<file path="config.mk">
export PLATFORM = sky130hd
export DESIGN_NAME = compact_midi_event_parser
export DESIGN_NICKNAME = d
export VERILOG_FILES = /design/src/rtl/core/cmep_pkg.sv /design/src/rtl/core/compact_midi_event_parser.sv /design/src/rtl/core/cmep_front.sv /design/src/rtl/core/cmep_queue.sv /design/src/rtl/core/cmep_back.sv
export SDC_FILE = /design/constraint.sdc
export NUM_CORES = 1
export LEC_CHECK = 0
export BUFFER_PORTS_ARGS = -buffer_cell sky130_fd_sc_hd__buf_2
export CELL_PAD_IN_SITES_DETAIL_PLACEMENT = 2
export CELL_PAD_IN_SITES_GLOBAL_PLACEMENT = 2
export CORE_ASPECT_RATIO = 1.1
export CORE_MARGIN = 1.5
export CORE_UTILIZATION = 42
export CTS_BUF_LIST = sky130_fd_sc_hd__clkbuf_8
export DETAILED_ROUTE_END_ITERATION = 6
export GPL_TIMING_DRIVEN = 0
export PLACE_DENSITY_LB_ADDON = 0.1
export SLEW_MARGIN = 10
export SYNTH_ARGS = -nofsm -noshare
export SYNTH_HDL_FRONTEND = slang
export SYNTH_HIERARCHICAL = 1
export SYNTH_SLANG_ARGS = --single-unit
export TNS_END_PERCENT = 5
</file>
<file path="constraint.sdc">
create_clock -name clk -period 4.91 [get_ports clk]
set_input_delay 0.2455 -clock clk [delete_from_list [all_inputs] [get_ports clk]]
set_output_delay 0.2455 -clock clk [all_outputs]
set_load 0.005 [all_outputs]
</file>
<file path="src/rtl/core/cmep_pkg.sv">
// Shared types and constants for the compact MIDI event parser.
`timescale 1ns / 1ps

package cmep_pkg;

    localparam int TIME_WIDTH_DEF   = 32;
    localparam int OFFSET_WIDTH_DEF = 32;
    localparam int QUEUE_DEPTH      = 4;

    localparam int BYTE_W   = 8;
    localparam int KIND_W   = 4;
    localparam int CHAN_W   = 4;
    localparam int FIELD_W  = 7;
    localparam int TEMPO_W  = 24;
    localparam int OUT_W    = 32;
    localparam int LEN_W    = 4;

    // Event kind codes
    localparam logic [KIND_W-1:0] K_ON        = 4'd0;
    localparam logic [KIND_W-1:0] K_OFF       = 4'd1;
    localparam logic [KIND_W-1:0] K_MOD       = 4'd2;
    localparam logic [KIND_W-1:0] K_BREATH    = 4'd3;
    localparam logic [KIND_W-1:0] K_LOOPNUM   = 4'd4;
    localparam logic [KIND_W-1:0] K_VOL       = 4'd5;
    localparam logic [KIND_W-1:0] K_PAN       = 4'd6;
    localparam logic [KIND_W-1:0] K_EXPR      = 4'd7;
    localparam logic [KIND_W-1:0] K_LOOPCNT   = 4'd8;
    localparam logic [KIND_W-1:0] K_LOOPSTART = 4'd9;
    localparam logic [KIND_W-1:0] K_LOOPEND   = 4'd10;
    localparam logic [KIND_W-1:0] K_PROG      = 4'd11;
    localparam logic [KIND_W-1:0] K_BEND      = 4'd12;
    localparam logic [KIND_W-1:0] K_TEMPO     = 4'd13;
    localparam logic [KIND_W-1:0] K_END       = 4'd14;
    localparam logic [KIND_W-1:0] K_UNKNOWN   = 4'd15;

    // Event record handed from the parser to the output side.
    typedef struct packed {
        logic [KIND_W-1:0]  kind;
        logic [CHAN_W-1:0]  chan;
        logic [FIELD_W-1:0] first_field;
        logic [FIELD_W-1:0] second_field;
        logic [TEMPO_W-1:0] tempo_value;
        logic [OUT_W-1:0]   tick_time;
        logic [OUT_W-1:0]   event_offset;
        logic [LEN_W-1:0]   end_low;
    } event_rec_t;

endpackage

</file>
<file path="src/rtl/core/compact_midi_event_parser.sv">
// Top level of the compact MIDI event parser: parser, event queue, output side.
//
//   channel   direction   handshake           payload
//   input     in          push / full         byte_in
//   result    out         empty / pop         event_kind .. event_length
//
// One byte per cycle while full is low; the parser settles each byte in the cycle it is taken.
// A result appears in the cycle after its last byte is taken and waits in a four-entry queue.
// full rises only when the queue holds four results nobody has popped.
// Reset clears parser state and empties the queue; after an end or unknown
// event the parser drops every byte until reset.
`timescale 1ns / 1ps

module compact_midi_event_parser #(
    parameter int TIME_WIDTH   = cmep_pkg::TIME_WIDTH_DEF,
    parameter int OFFSET_WIDTH = cmep_pkg::OFFSET_WIDTH_DEF
) (
    input  logic                                clk,
    input  logic                                rst_n,
    input  logic                                push,
    output logic                                full,
    input  logic [cmep_pkg::BYTE_W-1:0]         byte_in,
    output logic                                empty,
    input  logic                                pop,
    output logic [cmep_pkg::KIND_W-1:0]         event_kind,
    output logic [cmep_pkg::CHAN_W-1:0]         chan,
    output logic [cmep_pkg::FIELD_W-1:0]        first_field,
    output logic [cmep_pkg::FIELD_W-1:0]        second_field,
    output logic [cmep_pkg::TEMPO_W-1:0]        tempo_value,
    output logic [cmep_pkg::OUT_W-1:0]          tick_time,
    output logic [cmep_pkg::OUT_W-1:0]          event_offset,
    output logic [cmep_pkg::LEN_W-1:0]          event_length
);

    logic                 take;
    logic                 rec_valid;
    cmep_pkg::event_rec_t rec_in;
    cmep_pkg::event_rec_t rec_out;

    assign take = push && !full;

    cmep_front #(
        .TIME_WIDTH   (TIME_WIDTH),
        .OFFSET_WIDTH (OFFSET_WIDTH)
    ) u_front (
        .clk       (clk),
        .rst_n     (rst_n),
        .take      (take),
        .byte_in   (byte_in),
        .rec_valid (rec_valid),
        .rec       (rec_in)
    );

    cmep_queue u_queue (
        .clk     (clk),
        .rst_n   (rst_n),
        .wr_en   (rec_valid),
        .wr_data (rec_in),
        .rd_en   (pop),
        .rd_data (rec_out),
        .full    (full),
        .empty   (empty)
    );

    cmep_back u_back (
        .rec          (rec_out),
        .event_kind   (event_kind),
        .chan         (chan),
        .first_field  (first_field),
        .second_field (second_field),
        .tempo_value  (tempo_value),
        .tick_time    (tick_time),
        .event_offset (event_offset),
        .event_length (event_length)
    );

endmodule

</file>
<file path="src/rtl/core/cmep_front.sv">
// Byte parser: tracks delta time, running status and event fields, builds records.
`timescale 1ns / 1ps

module cmep_front #(
    parameter int TIME_WIDTH   = cmep_pkg::TIME_WIDTH_DEF,
    parameter int OFFSET_WIDTH = cmep_pkg::OFFSET_WIDTH_DEF
) (
    input  logic                     clk,
    input  logic                     rst_n,
    input  logic                     take,
    input  logic [7:0]               byte_in,
    output logic                     rec_valid,
    output cmep_pkg::event_rec_t     rec
);

    localparam logic [2:0] PH_DELTA  = 3'd0;
    localparam logic [2:0] PH_STATUS = 3'd1;
    localparam logic [2:0] PH_DATA1  = 3'd2;
    localparam logic [2:0] PH_DATA2  = 3'd3;
    localparam logic [2:0] PH_META   = 3'd4;
    localparam logic [2:0] PH_TEMPO  = 3'd5;

    localparam logic [3:0] HI_OFF  = 4'h8;
    localparam logic [3:0] HI_ON   = 4'h9;
    localparam logic [3:0] HI_CTRL = 4'hB;
    localparam logic [3:0] HI_PROG = 4'hC;
    localparam logic [3:0] HI_BEND = 4'hE;
    localparam logic [3:0] HI_SYS  = 4'hF;
    localparam logic [7:0] ST_META = 8'hFF;
    localparam logic [7:0] META_TEMPO = 8'h51;
    localparam logic [7:0] META_EOT   = 8'h2F;

    logic [2:0]              phase_reg, phase_next;
    logic [7:0]              rs_reg, rs_next;
    logic                    skip_reg, skip_next;
    logic [27:0]             dacc_reg, dacc_next;
    logic [2:0]              dbytes_reg, dbytes_next;
    logic [TIME_WIDTH-1:0]   abs_reg, abs_next;
    logic [OFFSET_WIDTH-1:0] pos_reg, pos_next;
    logic [OFFSET_WIDTH-1:0] start_reg, start_next;
    logic [7:0]              cur_reg, cur_next;
    logic [6:0]              held_reg, held_next;
    logic                    held_hi_reg, held_hi_next;
    logic [23:0]             tempo_reg, tempo_next;
    logic [2:0]              mcount_reg, mcount_next;
    logic                    halted_reg, halted_next;

    logic [OFFSET_WIDTH-1:0] pos_inc;
    logic                    reused;
    logic [7:0]              st;
    logic                    do_data1;
    logic                    do_delta;
    logic                    do_finish;
    logic                    fin_skip;
    logic [27:0]             dacc_shift;
    logic [2:0]              dbytes_inc;
    logic [23:0]             tempo_shift;
    logic [2:0]              mcount_inc;
    logic [OFFSET_WIDTH-1:0] end_pos;
    logic [31:0]             tick32;
    logic [31:0]             start32;

    generate
        if (TIME_WIDTH >= 32) begin : g_tick_trunc
            assign tick32 = abs_reg[31:0];
        end else begin : g_tick_ext
            assign tick32 = {{(32-TIME_WIDTH){1'b0}}, abs_reg};
        end
        if (OFFSET_WIDTH >= 32) begin : g_off_trunc
            assign start32 = start_reg[31:0];
        end else begin : g_off_ext
            assign start32 = {{(32-OFFSET_WIDTH){1'b0}}, start_reg};
        end
    endgenerate

    assign pos_inc     = pos_reg + OFFSET_WIDTH'(1);
    assign dacc_shift  = {dacc_reg[20:0], byte_in[6:0]};
    assign dbytes_inc  = dbytes_reg + 3'd1;
    assign tempo_shift = {tempo_reg[15:0], byte_in};
    assign mcount_inc  = mcount_reg + 3'd1;

    always_comb
    begin
        phase_next   = phase_reg;
        rs_next      = rs_reg;
        skip_next    = skip_reg;
        dacc_next    = dacc_reg;
        dbytes_next  = dbytes_reg;
        abs_next     = abs_reg;
        pos_next     = pos_reg;
        start_next   = start_reg;
        cur_next     = cur_reg;
        held_next    = held_reg;
        held_hi_next = held_hi_reg;
        tempo_next   = tempo_reg;
        mcount_next  = mcount_reg;
        halted_next  = halted_reg;
        reused       = ~byte_in[7];
        st           = reused ? rs_reg : byte_in;
        do_data1     = 1'b0;
        do_delta     = 1'b0;
        do_finish    = 1'b0;
        fin_skip     = 1'b0;
        end_pos      = pos_inc;
        rec_valid    = 1'b0;
        rec          = '0;

        if (take && !halted_reg)
        begin
            pos_next = pos_inc;
            case (phase_reg)
                PH_STATUS:
                begin
                    skip_next = 1'b0;
                    if (!reused && byte_in != ST_META)
                    begin
                        rs_next = byte_in;
                    end
                    cur_next = st;
                    if (st[7:4] inside {HI_OFF, HI_ON, HI_CTRL, HI_PROG, HI_BEND})
                    begin
                        phase_next = PH_DATA1;
                        do_data1   = reused;
                    end
                    else if (st[7:4] == HI_SYS)
                    begin
                        if (st == ST_META)
                        begin
                            phase_next = PH_META;
                        end
                        else if (reused)
                        begin
                            // system status under running status: byte restarts as delta
                            start_next = pos_reg;
                            do_delta   = 1'b1;
                        end
                        else
                        begin
                            do_finish = 1'b1;
                        end
                    end
                    else
                    begin
                        end_pos     = reused ? pos_reg : pos_inc;
                        rec_valid   = 1'b1;
                        rec.kind    = cmep_pkg::K_UNKNOWN;
                        halted_next = 1'b1;
                    end
                end
                PH_DATA1:
                begin
                    do_data1 = 1'b1;
                end
                PH_DATA2:
                begin
                    skip_next = byte_in[7];
                    fin_skip  = byte_in[7];
                    do_finish = 1'b1;
                    rec.first_field = held_reg;
                    if (cur_reg[7:4] == HI_ON)
                    begin
                        rec_valid = 1'b1;
                        if (byte_in[6:0] != 7'd0)
                        begin
                            rec.kind         = cmep_pkg::K_ON;
                            rec.second_field = byte_in[6:0];
                        end
                        else
                        begin
                            rec.kind = cmep_pkg::K_OFF;
                        end
                    end
                    else if (cur_reg[7:4] == HI_CTRL)
                    begin
                        rec.first_field = byte_in[6:0];
                        rec_valid       = !held_hi_reg;
                        case (held_reg)
                            7'd1:    rec.kind = cmep_pkg::K_MOD;
                            7'd2:    rec.kind = cmep_pkg::K_BREATH;
                            7'd6:    rec.kind = cmep_pkg::K_LOOPNUM;
                            7'd7:    rec.kind = cmep_pkg::K_VOL;
                            7'd10:   rec.kind = cmep_pkg::K_PAN;
                            7'd11:   rec.kind = cmep_pkg::K_EXPR;
                            7'd38:   rec.kind = cmep_pkg::K_LOOPCNT;
                            7'd99:
                            begin
                                if (byte_in[6:0] == 7'd0)
                                begin
                                    rec.kind = cmep_pkg::K_LOOPSTART;
                                end
                                else if (byte_in[6:0] == 7'd1)
                                begin
                                    rec.kind = cmep_pkg::K_LOOPEND;
                                end
                                else
                                begin
                                    rec_valid = 1'b0;
                                end
                            end
                            default: rec_valid = 1'b0;
                        endcase
                    end
                    else
                    begin
                        rec_valid        = 1'b1;
                        rec.kind         = cmep_pkg::K_BEND;
                        rec.second_field = byte_in[6:0];
                    end
                end
                PH_META:
                begin
                    if (byte_in == META_TEMPO)
                    begin
                        tempo_next  = '0;
                        mcount_next = '0;
                        phase_next  = PH_TEMPO;
                    end
                    else
                    begin
                        // non-tempo meta except EOT drops the type byte from the length
                        end_pos     = (byte_in == META_EOT) ? pos_inc : pos_reg;
                        rec_valid   = 1'b1;
                        rec.kind    = cmep_pkg::K_END;
                        halted_next = 1'b1;
                    end
                end
                PH_TEMPO:
                begin
                    tempo_next  = tempo_shift;
                    mcount_next = mcount_inc;
                    if (mcount_inc >= 3'd4)
                    begin
                        mcount_next     = '0;
                        rec_valid       = 1'b1;
                        rec.kind        = cmep_pkg::K_TEMPO;
                        rec.tempo_value = tempo_shift;
                        fin_skip        = skip_reg;
                        do_finish       = 1'b1;
                    end
                end
                default:
                begin
                    do_delta = 1'b1;
                end
            endcase

            if (do_data1)
            begin
                if (cur_next[7:4] == HI_OFF || cur_next[7:4] == HI_PROG)
                begin
                    skip_next       = byte_in[7];
                    fin_skip        = byte_in[7];
                    do_finish       = 1'b1;
                    rec_valid       = 1'b1;
                    rec.kind        = (cur_next[7:4] == HI_OFF) ? cmep_pkg::K_OFF
                                                                : cmep_pkg::K_PROG;
                    rec.first_field = byte_in[6:0];
                end
                else
                begin
                    held_next    = byte_in[6:0];
                    held_hi_next = byte_in[7];
                    phase_next   = PH_DATA2;
                end
            end

            if (do_delta)
            begin
                dacc_next   = dacc_shift;
                dbytes_next = dbytes_inc;
                phase_next  = PH_DELTA;
                // four bytes at most, whatever the continuation bit says
                if (!byte_in[7] || dbytes_inc >= 3'd4)
                begin
                    abs_next    = abs_reg + TIME_WIDTH'(dacc_shift);
                    dacc_next   = '0;
                    dbytes_next = '0;
                    phase_next  = PH_STATUS;
                end
            end

            if (do_finish)
            begin
                start_next = pos_inc;
                phase_next = fin_skip ? PH_STATUS : PH_DELTA;
            end

            rec.chan         = cur_next[3:0];
            rec.tick_time    = tick32;
            rec.event_offset = start32;
            rec.end_low      = end_pos[3:0];
        end
    end

    always_ff @(posedge clk or negedge rst_n)
    begin
        if (!rst_n)
        begin
            phase_reg   <= PH_DELTA;
            rs_reg      <= '0;
            skip_reg    <= 1'b0;
            dacc_reg    <= '0;
            dbytes_reg  <= '0;
            abs_reg     <= '0;
            pos_reg     <= '0;
            start_reg   <= '0;
            cur_reg     <= '0;
            held_reg    <= '0;
            held_hi_reg <= 1'b0;
            tempo_reg   <= '0;
            mcount_reg  <= '0;
            halted_reg  <= 1'b0;
        end
        else
        begin
            phase_reg   <= phase_next;
            rs_reg      <= rs_next;
            skip_reg    <= skip_next;
            dacc_reg    <= dacc_next;
            dbytes_reg  <= dbytes_next;
            abs_reg     <= abs_next;
            pos_reg     <= pos_next;
            start_reg   <= start_next;
            cur_reg     <= cur_next;
            held_reg    <= held_next;
            held_hi_reg <= held_hi_next;
            tempo_reg   <= tempo_next;
            mcount_reg  <= mcount_next;
            halted_reg  <= halted_next;
        end
    end

endmodule

</file>
<file path="src/rtl/core/cmep_queue.sv">
// Small event queue between the parser and the output side.
`timescale 1ns / 1ps

module cmep_queue (
    input  logic                 clk,
    input  logic                 rst_n,
    input  logic                 wr_en,
    input  cmep_pkg::event_rec_t wr_data,
    input  logic                 rd_en,
    output cmep_pkg::event_rec_t rd_data,
    output logic                 full,
    output logic                 empty
);

    localparam int DEPTH = cmep_pkg::QUEUE_DEPTH;
    localparam int PTR_W = $clog2(DEPTH);
    localparam int CNT_W = $clog2(DEPTH + 1);

    cmep_pkg::event_rec_t slots_reg [DEPTH];
    logic [PTR_W-1:0] wr_ptr_reg, wr_ptr_next;
    logic [PTR_W-1:0] rd_ptr_reg, rd_ptr_next;
    logic [CNT_W-1:0] count_reg, count_next;
    logic             do_wr;
    logic             do_rd;

    assign full    = (count_reg == CNT_W'(DEPTH));
    assign empty   = (count_reg == '0);
    assign do_wr   = wr_en && !full;
    assign do_rd   = rd_en && !empty;
    assign rd_data = slots_reg[rd_ptr_reg];

    always_comb
    begin
        wr_ptr_next = wr_ptr_reg;
        rd_ptr_next = rd_ptr_reg;
        count_next  = count_reg;
        if (do_wr)
        begin
            wr_ptr_next = (wr_ptr_reg == PTR_W'(DEPTH - 1)) ? '0 : wr_ptr_reg + PTR_W'(1);
        end
        if (do_rd)
        begin
            rd_ptr_next = (rd_ptr_reg == PTR_W'(DEPTH - 1)) ? '0 : rd_ptr_reg + PTR_W'(1);
        end
        if (do_wr && !do_rd)
        begin
            count_next = count_reg + CNT_W'(1);
        end
        else if (do_rd && !do_wr)
        begin
            count_next = count_reg - CNT_W'(1);
        end
    end

    always_ff @(posedge clk)
    begin
        if (do_wr)
        begin
            slots_reg[wr_ptr_reg] <= wr_data;
        end
    end

    always_ff @(posedge clk or negedge rst_n)
    begin
        if (!rst_n)
        begin
            wr_ptr_reg <= '0;
            rd_ptr_reg <= '0;
            count_reg  <= '0;
        end
        else
        begin
            wr_ptr_reg <= wr_ptr_next;
            rd_ptr_reg <= rd_ptr_next;
            count_reg  <= count_next;
        end
    end

endmodule

</file>
<file path="src/rtl/core/cmep_back.sv">
// Output side: turns a queued event record into the result fields.
`timescale 1ns / 1ps

module cmep_back (
    input  cmep_pkg::event_rec_t          rec,
    output logic [cmep_pkg::KIND_W-1:0]   event_kind,
    output logic [cmep_pkg::CHAN_W-1:0]   chan,
    output logic [cmep_pkg::FIELD_W-1:0]  first_field,
    output logic [cmep_pkg::FIELD_W-1:0]  second_field,
    output logic [cmep_pkg::TEMPO_W-1:0]  tempo_value,
    output logic [cmep_pkg::OUT_W-1:0]    tick_time,
    output logic [cmep_pkg::OUT_W-1:0]    event_offset,
    output logic [cmep_pkg::LEN_W-1:0]    event_length
);

    assign event_kind   = rec.kind;
    assign chan         = rec.chan;
    assign first_field  = rec.first_field;
    assign second_field = rec.second_field;
    assign tempo_value  = rec.tempo_value;
    assign tick_time    = rec.tick_time;
    assign event_offset = rec.event_offset;
    // span is short, so the low bits of end and start are enough (wraps cleanly)
    assign event_length = rec.end_low - rec.event_offset[cmep_pkg::LEN_W-1:0];

endmodule

</file>
## Yosys cells after proc, flatten, opt, wreduce, memory -nomap -nowiden

Memory sizes are Yosys's and may differ from the RTL's.
Cells that the tools add are included.

- Input bits: 12
- Bits in writable memories: 456
- Register bits: 175
- Memories: 1

- Reduce and logical (&&, ||, !) cells: 34
- Bitwise logic cells: 2
- $lt $le $gt $ge: 2
- Eq/ne operators: 38
- Multiplexer cells: 106
- $add $sub $neg: 9

Memories:

| name | words | bits a word | rd ports | clocked after Yosys merged registers in | write ports | RTL line | text |
|---|---|---|---|---|---|---|---|
| u_queue.slots_reg | 4 | 114 | 1 | 0 | 1 | cmep_queue.sv:19 | `cmep_pkg::event_rec_t slots_reg [DEPTH];` |

Operator list:

| cell | count |
|---|---|
| two-way mux 32 bit | 6 |
| two-way mux 114 bit | 1 |
| two-way mux 4 bit | 16 |
| two-way mux 7 bit | 7 |
| two-way mux 24 bit | 2 |
| equality test 4 bit, second input constant | 10 |
| two-way mux 1 bit | 39 |
| two-way mux 3 bit | 13 |
| adder 32 x 1 -> 32 bit, second input constant | 1 |
| adder 32 x 28 -> 32 bit | 1 |
| one-hot mux 16 bit (2 select lines) | 1 |
| one-hot mux 4 bit (8 select lines) | 1 |
| two-way mux 8 bit | 3 |
| two-way mux 21 bit | 1 |
| two-way mux 16 bit | 1 |
| one-hot mux 4 bit (4 select lines) | 1 |
| equality test 7 x 1 -> 1 bit, second input constant | 2 |
| equality test 7 x 3 -> 1 bit, second input constant | 2 |
| equality test 7 x 4 -> 1 bit, second input constant | 2 |
| two-way mux 14 bit | 1 |
| one-hot mux 1 bit (2 select lines) | 6 |
| one-hot mux 3 bit (2 select lines) | 2 |
| AND reduction 3 bit | 4 |
| inequality test 2 bit, second input constant | 5 |
| other kinds (35) | 63 |

## Logic depth before layout (Yosys ltp)

- Word-level depth: 15
- Mapped depth: 17
- Depth with buffers taken out: 15

## Modules after synthesis

The synthesis kept the hierarchy.

By module, submodules not included:

| module | instances | sequential area each (um2) | area an instance (um2) | cells an instance |
|---|---|---|---|---|
| cmep_queue | 1 | 13,868.3 | 16,858.7 | 633 |
| cmep_front | 1 | 4,204.0 | 10,228.6 | 1,193 |
| cmep_back | 1 | 0.0 | 942.2 | 125 |
| compact_midi_event_parser | 1 | 0.0 | 13.8 | 1 |

## Least setup slack after synthesis

No wires, ideal clock.

- Path kind: register to register
- From: register u_front.rs_reg[6]
- To: memory u_queue/slots_reg[1][0] in the netlist's numbering (enable)
- Stages on the path, launching flop included: 12
- Data arrival time: 4.675 ns
- Setup slack: -0.252 ns
- Clock period less this slack: 5.162 ns
- Library setup time: 0.486 ns
- Buffers on the path: 1
- Cells stage by stage: dfrtp_1 -> or3b_1 -> a32oi_2 -> nand2_1 -> nor3_1 -> nand2b_1 -> nor2_1 -> a21o_1 -> nand2_1 -> nor2b_1 -> buf_2 -> and2_1

- Cells in the longest elaborated chain, start to end: 11
- Elaborated cells between the ends (all ways): 25
- Those cells by class: 8 x eq/ne; 14 x mux; 3 x reduce/logical

RTL lines:

| what | RTL line | text |
|---|---|---|
| start, declared | cmep_front.sv:34 | `logic [7:0] rs_reg, rs_next;` |
| start signal, assigned | cmep_front.sv:317 | `rs_reg <= rs_next;` |
| two-way mux 8 bit (*) | cmep_front.sv:99 | `st = reused ? rs_reg : byte_in;` |
| equality test 4 bit (tied with other cells) | cmep_front.sv:120 | `if (st[7:4] inside {HI_OFF, HI_ON, HI_CTRL, HI_PROG, HI_BEND})` |
| nonzero test 5 bit (tied with other cells) | cmep_front.sv:120 |  |
| two-way mux 1 bit or equality test 4 bit (tied branches) | cmep_front.sv:120, cmep_front.sv:249 |  |
| one-hot mux 1 bit (4 select lines) (tied with other cells) | cmep_front.sv:111 | `case (phase_reg)` |
| two-way mux 1 bit (on tied branches) | cmep_front.sv:249, cmep_front.sv:108 |  |
| two-way mux 1 bit (*) | cmep_front.sv:247 | `if (do_data1)` |
| two-way mux 1 bit (*) | cmep_front.sv:108 | `if (take && !halted_reg)` |
| net rec_valid | compact_midi_event_parser.sv:36 | `logic rec_valid;` |
| logical AND 1 bit (*) | cmep_queue.sv:28 | `assign do_wr = wr_en && !full;` |
| net u_queue.do_wr | cmep_queue.sv:23 | `logic do_wr;` |
| two-way mux 1 bit (*) | cmep_queue.sv:57 | `if (do_wr)` |
| two-way mux 1 bit (implied by the code) (*) | cmep_queue.sv:59 | `slots_reg[wr_ptr_reg] <= wr_data;` |
| end, declared | cmep_queue.sv:19 |  |

Mark *: on every way through the listed nets, which the timed path passes. The rest lies on a longest branch. The select of a mux whose other input is x is not followed.

## Final worst setup path

- From: register u_queue.count_reg[2]
- To: memory u_queue/slots_reg[2][44] in the netlist's numbering (enable)

- Cells in the longest elaborated chain, start to end: 8

RTL lines:

| what | RTL line | text |
|---|---|---|
| start, declared | cmep_queue.sv:22 | `logic [CNT_W-1:0] count_reg, count_next;` |
| start signal, assigned | cmep_queue.sv:75 | `count_reg <= count_next;` |
| equality test 3 bit | cmep_queue.sv:26 | `assign full = (count_reg == CNT_W'(DEPTH));` |
| zero test 1 bit | compact_midi_event_parser.sv:40 | `assign take = push && !full;` |
| logical AND 1 bit | compact_midi_event_parser.sv:40 |  |
| net take | compact_midi_event_parser.sv:35 | `logic take;` |
| logical AND 1 bit | cmep_front.sv:108 |  |
| two-way mux 1 bit | cmep_front.sv:108 |  |
| net rec_valid | compact_midi_event_parser.sv:36 |  |
| logical AND 1 bit | cmep_queue.sv:28 |  |
| net u_queue.do_wr | cmep_queue.sv:23 |  |
| two-way mux 1 bit | cmep_queue.sv:57 |  |
| two-way mux 1 bit (implied by the code) | cmep_queue.sv:59 |  |

The timed path passes the listed nets, and every way through them passes these cells.

==> out/metrics.cfg <==
[clock_network]
clk_latency_ps = 700
clockBufferDepth = 3
cts_sinks = 631
cts-buffers-inserted = 103
post_cts_buffers = 0
cts-resized-gates = 0
path_clk_slew_ps = 60
cts-root-buf = clkbuf_8
htree_levels = 3
cts_tree = built

[power_and_ir_drop]
p_total_mw = 15.66
power.share.switching_pct = 30.95
power_frac_comb_pct = 30.5
p_switching_mw = 4.847
peakVddDrop_mv = 0.2854
internal-power_mw = 10.81
p_per_area_nw_per_um2 = 487.7
p_leak_nw = 12.34
pwr-share-seq_pct = 40.7
pwr-share-clk_pct = 28.8

[final_layout]
drive_gt1_share_pct = 25.05
nets = 2254
final_cell_mix = 456 x edfxtp_1, 184 x nand2_1, 175 x dfrtp_1, 159 x buf_2, 116 x clkbuf_8
mostFrequentLayoutCell = edfxtp_1
design_area_um2 = 32110
layout.cells.non_filler = 3146
largest_reg_flops = 456
areaGrowthSynthToFinish_pct = 14.52

[worst_setup_path]
timing.rr.start = u_queue/count_reg[2]$_DFFE_PN0P_
crit_slowest_cell = buf_2
cp.arrival_ps = 4550
ff2ff_path_depth = 11
path_max_fanout = 45
critPathTopFamily = simple AND/OR/NAND/NOR gates
crit_chain = nor3b_2 -> nor2b_4 -> nor2b_1 -> buf_2 -> o21ai_0 -> a21o_1 -> nand2_1 -> nor2b_1 -> buf_2 -> and2_4 -> buf_16
reg2reg_slack_ps = 700
required_ps = 5250
critical-path-max-stage-delay_ps = 710
critPathCaptureType = flop
critPathKind = flop to flop
path_buf_inv = 3
rr_endpoint = u_queue/slots_reg[2][44]$_DFFE_PP_
start_kind = flop

[global_routing]
grt_overflow = 0
grt_max_degree = 90
grt_use_total_pct = 23.26
antenna_found_initial = 1
grt.busiest_layer = met2
use_met3_pct = 2.943
grt_use_met2_pct = 43.58
use_met1_pct = 27.91
grt_pass1_vias = 19730
grt_pass1_wl_um = 120700

[sta]
slew_viol_final = 0
worstMarginPinSlew_ps = 974.8
max_slew_margin_pct = 34.95
period_share_pct = 85.68
fmax_ghz = 0.2377
finalHoldViolations = 0
finalSetupTns_ps = 0
min_period_ps = 4207
clock_skew_ps = 27.54
rsz0062_at_grt = no
finalSetupViolations = 0

[synth]
netlist_instances = 1952
synth_nets = 2007
synth-async-reset-ratio_pct = 27.73
ys_types = 74
synth-main-ff-cell = edfxtp_1
syn_area_um2 = 28040
synth_edf_count = 456
synth_warnings = 6
ys_seq_area_share_pct = 64.44
synth-seq-cells = 631
avgSynthCellArea_um2 = 14.37

[placement]
gp_congestion = 0.8422
dpl_cell_area_um2 = 30020
dp_hpwl_um = 53080
portBuffers = 127
placed_cells = 2946

[flow_run]
maxCapViolations = 0

[min_path]
hold_class = input port to asynchronous set/reset pin

[outcome]
status = complete, no violations

[floorplanning]
die_w_um = 249.4
die_y_um = 274.0
core_um2 = 66150
ioPinCount = 128
dieArea_um2 = 68330
rows = 99
start_util_pct = 42.40

[detailed_routing]
drtIter0Drc = 952
drc = 0
vias = 17290
avgViaCountPerCell = 5.494
routedWlPerCell_um = 24.56
first_pass_iters = 5
antenna_left = 0
wirelength_um = 77260

## layout make-up
class                           instances  area [um^2]
Antenna cell                            1        2.502
Buffer                                207         1284
Clock buffer                          116         1597
Clock inverter                         77        422.9
Fill cell                            6368        34030
Inverter                               22        82.58
Multi-Input combinational cell       1090         8607
Sequential cell                       631        18070
Tap cell                              858         1074
Timing Repair Buffer                  144        973.4
## worst max-delay path by stage
stage,start,to,slack (ps),cells past startpoint
global placement,u_queue/count_reg[2]$_DFFE_PN0P_,u_queue/slots_reg[0][43]$_DFFE_PP_,-4840,11
detailed placement,u_queue/count_reg[2]$_DFFE_PN0P_,u_queue/slots_reg[2][36]$_DFFE_PP_,-570,12
floorplan,u_front/rs_reg[6]$_DFFE_PN0P_,u_queue/slots_reg[2][0]$_DFFE_PP_,-250,11
CTS,u_queue/count_reg[2]$_DFFE_PN0P_,u_queue/slots_reg[2][44]$_DFFE_PP_,160,11
global route,u_queue/count_reg[0]$_DFFE_PN0P_,u_queue/slots_reg[2][44]$_DFFE_PP_,140,11
finish,u_queue/count_reg[2]$_DFFE_PN0P_,u_queue/slots_reg[2][44]$_DFFE_PP_,700,11
## logic make-up after synthesis
kind of cell	share of synthesized area, %
compound gates	6.764
xor+xnor	2.311
fa+ha+maj	1.999
buf+inv	4.899
flops	64.44
mux	10.50
simple gates	9.080
## worst register-to-register path: cells and delay by family, from the launching register on
| kind | cells | cell delay (ps) |
|---|---|---|
| compound gates | 2 | 550 |
| buf+inv | 3 | 1240 |
| simple gates | 6 | 1580 |
| flops | 1 | 410 |
## layer usage
layer	share of wire, %	wire length [um]
met5	0	0
met4	2.0	1529
met3	2.7	2077
met2	54	42000
met1	41	31640
## through the flow
stage / util, % / hold slack [ps] / setup slack, ps
after floorplan: - / -50.09 / -251.5
after global placement: 44.98 / 451.1 / -4838
after detailed placement: 45.38 / 354.0 / -573.5
after CTS: 48.55 / 125.2 / 155.9
after global routing: 48.55 / 217.4 / 136.6
final: 48.55 / 167.5 / 703.3
## what timing repair did
item                                   4_1_cts  5_1_grt
endpoints found under the hold margin       95        0
hold buffers                                 8        0
setup endpoints to repair                  458      164
gates cloned                                 0        0
## synthesized netlist by cell type, types with 37 or more instances
cell type  number  share of area (%)
xor2_1         37                1.2
clkbuf_1       53               0.71
a21oi_1        76                1.4
dfrtp_1       175                 16
and2_1         75                1.7
edfxtp_1      456                 49
buf_4         112                3.0
ha_1           40                1.8
nand2_1       184                2.5
nor2_1        113                1.5
mux4_2        114                9.2
xnor2_1        37                1.2
o21ai_0        87                1.6
## power by group through the flow
stage / sequential, mW / clock, mW / combinational (mW)
after floorplan: 6.33 / 0 / 3.35
after global placement: 6.47 / 0 / 4.69
after detailed placement: 6.49 / 0 / 4.87
after CTS: 6.39 / 4.65 / 4.90
after global routing: 6.43 / 4.87 / 5.28
final: 6.38 / 4.50 / 4.78
(Power assumes the default switching activity.)
